### src/rtl/mfde_pkg.sv
// ----------------------------------------------------------------------------
// mfde_pkg: shared types and constants of the frame store draw engine
// Frame store geometry, command codes and controller/datapath interface.
// ----------------------------------------------------------------------------
package mfde_pkg;

    localparam int WIDTH       = 128;
    localparam int HEIGHT      = 64;
    localparam int ROW_BYTES   = (WIDTH + 7) / 8;
    localparam int HALF_ROWS   = HEIGHT / 2;
    localparam int STORE_BYTES = ROW_BYTES * HEIGHT;
    localparam int ADDR_W      = $clog2(STORE_BYTES);
    localparam int COL_W       = (ROW_BYTES > 1) ? $clog2(ROW_BYTES) : 1;

    localparam logic [2:0] CMD_PLOT  = 3'd0;
    localparam logic [2:0] CMD_HLINE = 3'd1;
    localparam logic [2:0] CMD_VLINE = 3'd2;
    localparam logic [2:0] CMD_BOX   = 3'd3;
    localparam logic [2:0] CMD_CLEAR = 3'd4;
    localparam logic [2:0] CMD_FLUSH = 3'd5;

    localparam logic [7:0] BYTE_GFX_EXT = 8'h34;
    localparam logic [7:0] BYTE_GFX_ON  = 8'h36;
    localparam logic [7:0] BYTE_ADDR    = 8'h80;
    localparam logic [7:0] BYTE_LOW7    = 8'h7f;

    typedef enum logic [2:0] {
        SRC_GFX_EXT,
        SRC_GFX_ON,
        SRC_ROW,
        SRC_ADDR0,
        SRC_DATA
    } out_src_t;

    typedef struct packed {
        logic       load_item;
        logic       line_setup;
        logic [1:0] line_sel;
        logic       mem_rd;
        logic       mem_wr;
        logic       line_step;
        logic       clr_start;
        logic       clr_wr;
        logic       out_load;
        out_src_t   out_src;
        logic       fl_start;
        logic       fl_rd;
        logic       fl_step;
    } ctrl_cmd_t;

    typedef struct packed {
        logic [2:0] cmd;
        logic       flush_ok;
        logic       row_zero;
        logic       line_empty;
        logic       line_end;
        logic       clr_last;
        logic       out_free;
        logic       fl_last;
    } dp_status_t;

endpackage

### src/rtl/mfde_ctrl.sv
// ----------------------------------------------------------------------------
// mfde_ctrl: draw engine controller
// Sequences item decode, line read-modify-write, clear sweep and flush runs.
// ----------------------------------------------------------------------------
module mfde_ctrl (
    input  logic                   clk,
    input  logic                   rst_n,
    input  logic                   in_valid,
    output logic                   in_ready,
    output mfde_pkg::ctrl_cmd_t    ctl,
    input  mfde_pkg::dp_status_t   sts
);

    import mfde_pkg::*;

    typedef enum logic [3:0] {
        S_CLR,
        S_IDLE,
        S_DISP,
        S_LSET,
        S_LCHK,
        S_LRD,
        S_LWR,
        S_LNEXT,
        S_H34,
        S_H36,
        S_HROW,
        S_H80,
        S_FRD,
        S_FLD
    } state_t;

    state_t     state_reg, state_next;
    logic [1:0] sel_reg, sel_next;

    // decode commands and next state
    always_comb
    begin
        ctl            = '0;
        ctl.out_src    = SRC_DATA;
        ctl.line_sel   = sel_reg;
        state_next     = state_reg;
        sel_next       = sel_reg;
        in_ready       = 1'b0;
        case (state_reg)
            S_CLR:
            begin
                ctl.clr_wr = 1'b1;
                if (sts.clr_last)
                begin
                    state_next = S_IDLE;
                end
            end
            S_IDLE:
            begin
                in_ready = 1'b1;
                if (in_valid)
                begin
                    ctl.load_item = 1'b1;
                    state_next    = S_DISP;
                end
            end
            S_DISP:
            begin
                sel_next = 2'd0;
                case (sts.cmd)
                    CMD_PLOT, CMD_HLINE, CMD_VLINE, CMD_BOX: state_next = S_LSET;
                    CMD_CLEAR:
                    begin
                        ctl.clr_start = 1'b1;
                        state_next    = S_CLR;
                    end
                    CMD_FLUSH:
                    begin
                        if (!sts.flush_ok)
                            state_next = S_IDLE;
                        else if (sts.row_zero)
                            state_next = S_H34;
                        else
                            state_next = S_HROW;
                    end
                    default: state_next = S_IDLE;
                endcase
            end
            S_LSET:
            begin
                ctl.line_setup = 1'b1;
                state_next     = S_LCHK;
            end
            S_LCHK:
            begin
                state_next = sts.line_empty ? S_LNEXT : S_LRD;
            end
            S_LRD:
            begin
                ctl.mem_rd = 1'b1;
                state_next = S_LWR;
            end
            S_LWR:
            begin
                ctl.mem_wr = 1'b1;
                if (sts.line_end)
                begin
                    state_next = S_LNEXT;
                end
                else
                begin
                    ctl.line_step = 1'b1;
                    state_next    = S_LRD;
                end
            end
            S_LNEXT:
            begin
                if ((sts.cmd == CMD_BOX) && (sel_reg != 2'd3))
                begin
                    sel_next   = sel_reg + 2'd1;
                    state_next = S_LSET;
                end
                else
                begin
                    state_next = S_IDLE;
                end
            end
            S_H34:
            begin
                ctl.out_src = SRC_GFX_EXT;
                if (sts.out_free)
                begin
                    ctl.out_load = 1'b1;
                    state_next   = S_H36;
                end
            end
            S_H36:
            begin
                ctl.out_src = SRC_GFX_ON;
                if (sts.out_free)
                begin
                    ctl.out_load = 1'b1;
                    state_next   = S_HROW;
                end
            end
            S_HROW:
            begin
                ctl.out_src = SRC_ROW;
                if (sts.out_free)
                begin
                    ctl.out_load = 1'b1;
                    state_next   = S_H80;
                end
            end
            S_H80:
            begin
                ctl.out_src  = SRC_ADDR0;
                ctl.fl_start = 1'b1;
                if (sts.out_free)
                begin
                    ctl.out_load = 1'b1;
                    state_next   = S_FRD;
                end
            end
            S_FRD:
            begin
                ctl.fl_rd  = 1'b1;
                state_next = S_FLD;
            end
            S_FLD:
            begin
                if (sts.out_free)
                begin
                    ctl.out_load = 1'b1;
                    if (sts.fl_last)
                    begin
                        state_next = S_IDLE;
                    end
                    else
                    begin
                        ctl.fl_step = 1'b1;
                        state_next  = S_FRD;
                    end
                end
            end
            default: state_next = S_IDLE;
        endcase
    end

    // hold state; reset enters the clear sweep
    always_ff @(posedge clk or negedge rst_n)
    begin
        if (!rst_n)
        begin
            state_reg <= S_CLR;
            sel_reg   <= 2'd0;
        end
        else
        begin
            state_reg <= state_next;
            sel_reg   <= sel_next;
        end
    end

endmodule

### config.mk
export PLATFORM = sky130hd
export DESIGN_NAME = mfde_ctrl
export DESIGN_NICKNAME = d
export VERILOG_FILES = /design/src/rtl/mfde_pkg.sv /design/src/rtl/mfde_ctrl.sv
export SDC_FILE = /design/constraint.sdc
export NUM_CORES = 1
export LEC_CHECK = 0
export BUFFER_PORTS_ARGS = -buffer_cell sky130_fd_sc_hd__buf_2
export CORE_MARGIN = 1.5
export CORE_UTILIZATION = 23
export DETAILED_ROUTE_END_ITERATION = 6
export SETUP_SLACK_MARGIN = 0.2
export SYNTH_ARGS = -nofsm -noshare
export SYNTH_HDL_FRONTEND = slang
export SYNTH_SLANG_ARGS = --single-unit
### constraint.sdc
create_clock -name clk -period 1.6 [get_ports clk]
set_input_delay 0.48 -clock clk [delete_from_list [all_inputs] [get_ports clk]]
set_output_delay 0.48 -clock clk [all_outputs]
set_load 0.03 [all_outputs]
# Yosys cells after proc, flatten, opt, wreduce, memory -nomap -nowiden
# Cells that the tools add are included.
# Widths: inputs -> output; s select.
word_totals:
  ff_bits: 6
  out_inout_bits: 17
  wordCells: 73
op_classes:
  add_sub_neg: 1
  n_eq_ne: 27
  mux: 35
  reduce_logical: 8
op_table:
  columns: ["op", "count"]
  rows:
  - ["$pmux 4 s14", 1]
  - ["$mux 4", 9]
  - ["$eq 4x4->1 const B", 6]
  - ["$ne 2x2->1 const B", 9]
  - ["$eq 4x3->1 const B", 4]
  - ["$mux 1", 16]
  - ["$mux 2", 6]
  - ["$pmux 3 s4", 1]
  - ["$pmux 4 s3", 1]
  - ["$eq 4x2->1 const B", 2]
  - ["$reduce_and 7->1", 1]
  - ["$eq 3x2->1 const B", 2]
  - ["$eq 3x3->1 const B", 2]
  - ["$reduce_or 5->1", 1]
  - ["$eq 4x1->1 const B", 1]
  - ["$logic_not 4->1", 1]
  - ["$pmux 2 s2", 1]
  - ["$reduce_or 4->1", 1]
  - ["$eq 3x1->1 const B", 1]
  - ["$logic_not 3->1", 1]
  - ["$add 2x1->2 const B", 1]
  - ["$reduce_and 2->1", 1]
  - ["$reduce_bool 2->1", 1]
  - ["$logic_and 1x1->1", 1]

# Logic depth before layout (Yosys ltp)
depth:
  word_depth: 4
  ltp_mapped: 5
  ltp_nobuf: 4

# Worst setup path after synthesis
# Ideal clock, no wire load.
synth_timing:
  path_kind: "register to output"
  start: "register state_reg[3]"
  end: "output ctl[9] (netlist bit)"
  arrival_time_ns: 1.917
  required_ns: 1.120
  setup_slack_ns: -0.797
  stages_incl_launch_ff: 4
  path_buffers: 0
  cell_sequence: "dfrtp_1 -> nand2b_2 -> nor3b_1 -> nor2b_1"
synth_lines:
  columns: ["element", "line", "text"]
  rows:
  - ["start, declared", "mfde_ctrl.sv:33", "state_t state_reg, state_next;"]
  - ["start signal, assigned", "mfde_ctrl.sv:196", "state_reg <= state_next;"]
  - ["end, declared", "mfde_ctrl.sv:10", "output mfde_pkg::ctrl_cmd_t ctl,"]

==> impl_metrics.toml <==
[outcome]
status = "finished, violations left"
violations = "setup timing"

[yosys]
ys.flop_type = "dfrtp_1"
synth_cell_types = 36
synthTopCellsByCount = "10 x nand2_1, 8 x a21oi_1, 7 x nor2_1"
synth.avg_cell_area_um2 = 7.48
ys_warn_count = 0
synth.net_count = 104
ys_seq_elements = 6
ys_seq_area_share_pct = 22.3
yosysMostFrequentCell = "nand2_1"
synth_top_area_share_pct = 22.3
synth_top_area_cell = "dfrtp_1"
ys_top_cells_by_area = "dfrtp_1 22%, a21oi_1 5.9%, nand2_1 5.6%"
async_flop_share_pct = 100
netlist_area_um2 = 673
synthCells = 90
synth_edf_count = 0

[floorplanning]
start_util_pct = 24.4
ios = 30
placeableCoreArea_mm2 = 0.00276
die_w_um = 57.1
fp.dieH_um = 57.1
num_rows = 19
die_area_mm2 = 0.00326

[cts]
clkLatencyLatePin_ps = 240
cts_root_buffer = "clkbuf_4"
path_clk_slew_ps = 50
cts_buffer_depth = 2
cts_tree = "yes"
clock-sinks = 6
cts_buffers = 3
htreeDepth = 1

[detailed_routing]
vias_per_cell = 5.15
final_antenna_net_count = 0
num_vias = 922
drt_iter0_drc = 21
dr.pass1.iters = 4
drc_errors = 0
routedWlPerCell_um = 14.2
wl_um = 2540

[final_layout]
final_cells = 179
fillCellCount = 235
syn_to_final_growth_pct = 119
fin_area_mm2 = 0.00148
num_antenna_cells = 0
largest_reg_flops = 4
finalNetCount = 163
drive_above_1_share_pct = 70.3

[global_route]
grt_start_max_net_pins = 12
grt_overflow = 0
grt_usage_pct = 15.1
grt_pass1_wl_um = 4030
grt_antenna_before_repair = 0
grt_pass1_vias = 925

[timing]
fmax_mhz = 545
layout_min_cycle_time_ps = 1830
slew_viol_final = 0
hold_viol = 0
fin_skew_ps = 5.05
fin_ws_ps = -234
finalSetupViolations = 15
rsz0062_at_grt = "yes"
setup-tns-final_ps = -2670
min_period_over_period_pct = 115
tightest_slew_ps = 311
relSlewSlack_pct = 79.0

[setup_path]
cp-end-kind = "output port"
cp_slowest_stage_delay_ps = 460
startpoint_type = "flip-flop"
cp_slowest_cell = "dfrtp_2"
worstPathArrival_ps = 1350
worst-path-max-fanout = 7
critPathRequiredTime_ps = 1120
path_cells = "nand2b_4, nor3_4, and2_4, buf_6"
path_class = "reg -> out"

[placed_design]
gp_congestion = 0.788
io_buffer_count = 29
dp.final_hpwl_um = 1810
post_dp_cell_area_mm2 = 0.00117
dp_cells = 167

[power]
power.total_mw = 2.75
ir_drop_v = 0.000925
pwr_density_cell_mw_per_mm2 = 1860
p_leak_nw = 0.654

[flow_run]
maxCapViolations = 0

[hold_path]
min_path_type = "in -> async"
worst paths after layout:
| path | start | cells past startpoint | end | slack [ps] |
|---|---|---|---|---|
| max in group asynchronous | rst_n | 1 | state_reg[1]$_DFFE_PN0P_ | 1400 |
| min | rst_n | 1 | sel_reg[1]$_DFFE_PN0P_ | 50 |
| max reg2reg | state_reg[2]$_DFFE_PN0P_ | 6 | state_reg[1]$_DFFE_PN0P_ | 40 |
| min reg2reg | sel_reg[0]$_DFFE_PN0P_ | 1 | sel_reg[0]$_DFFE_PN0P_ | 490 |
| min in group clk | sel_reg[0]$_DFFE_PN0P_ | 1 | sel_reg[0]$_DFFE_PN0P_ | 490 |
| max | state_reg[1]$_DFFE_PN0P_ | 4 | ctl[15] | -230 |
metrics by stage:
stage | hold WS (ps) | worst slack (ps) | util [%]
final | 45.2 | -234 | 53.5
after global routing | 43.5 | -308 | 53.5
after CTS | 35.6 | -226 | 51.0
after detailed placement | 304 | -71.1 | 42.3
after global placement | 302 | -62.1 | 42.3
after floorplan | 184 | -125 | -
metal layers:
layer / GRT usage (%) / part of all wire (%) / vias to the layer above
met2: 26.6 / 54 / 23
met4: 5.65 / 0.83 / 0
li1: - / - / 449
met5: 0 / 0 / -
met3: 0.680 / 3.0 / 4
met1: 19.4 / 42 / 446
power breakdown:
group	switching (mW)	internal [mW]
Sequential	0.131	0.232
Clock	0.0532	0.0944
Combinational	1.14	1.10
Total	1.33	1.42
timing repair:
action,4_1_cts,5_1_grt
buffers inserted,5,3
hold endpoints to repair,0,0
hold buffers,0,0
pin swaps,14,5
setup endpoints to repair,21,21
gates resized for setup,45,12
layout make-up:
cell class              count  area, um^2  area share, %
clock buffers               4        26.3           1.78
flip-flops and latches      6         156           10.6
repair buffers             61         524           35.5
well taps                  31        38.8           2.63
inverters                   4        15.0           1.02
multi-input cells          73         714           48.4
worst max-delay path: cells and delay by family (launching register included):
family	cells	cell delay, ps
flip-flops	1	460
AND/OR/NAND/NOR	3	540
buffers and inverters	1	120
logic make-up after synthesis:
group | count (synthesis) | synth area share, %
mux | 3 | 4.46
fa+ha+maj | 1 | 1.86
simple gates | 44 | 38.7
buf+inv | 11 | 7.81
compound gates | 25 | 24.9
flops | 6 | 22.3
cell usage in the layout, fill, tap and decap left out, types with 3 or more instances in the layout:
cell / netlist / final
nand2b_1: 4 / 3
nor4_4: 1 / 4
nor3_1: 6 / 3
nor2_1: 7 / 4
nand2_4: 0 / 3
clkbuf_4: 0 / 3
nor3_4: 0 / 3
inv_1: 3 / 3
a21oi_1: 8 / 4
buf_6: 0 / 17
nand2_1: 10 / 6
buf_4: 1 / 25
buf_2: 6 / 15
dfrtp_2: 0 / 5
mux2i_1: 3 / 3
(Power assumes the default switching activity.)
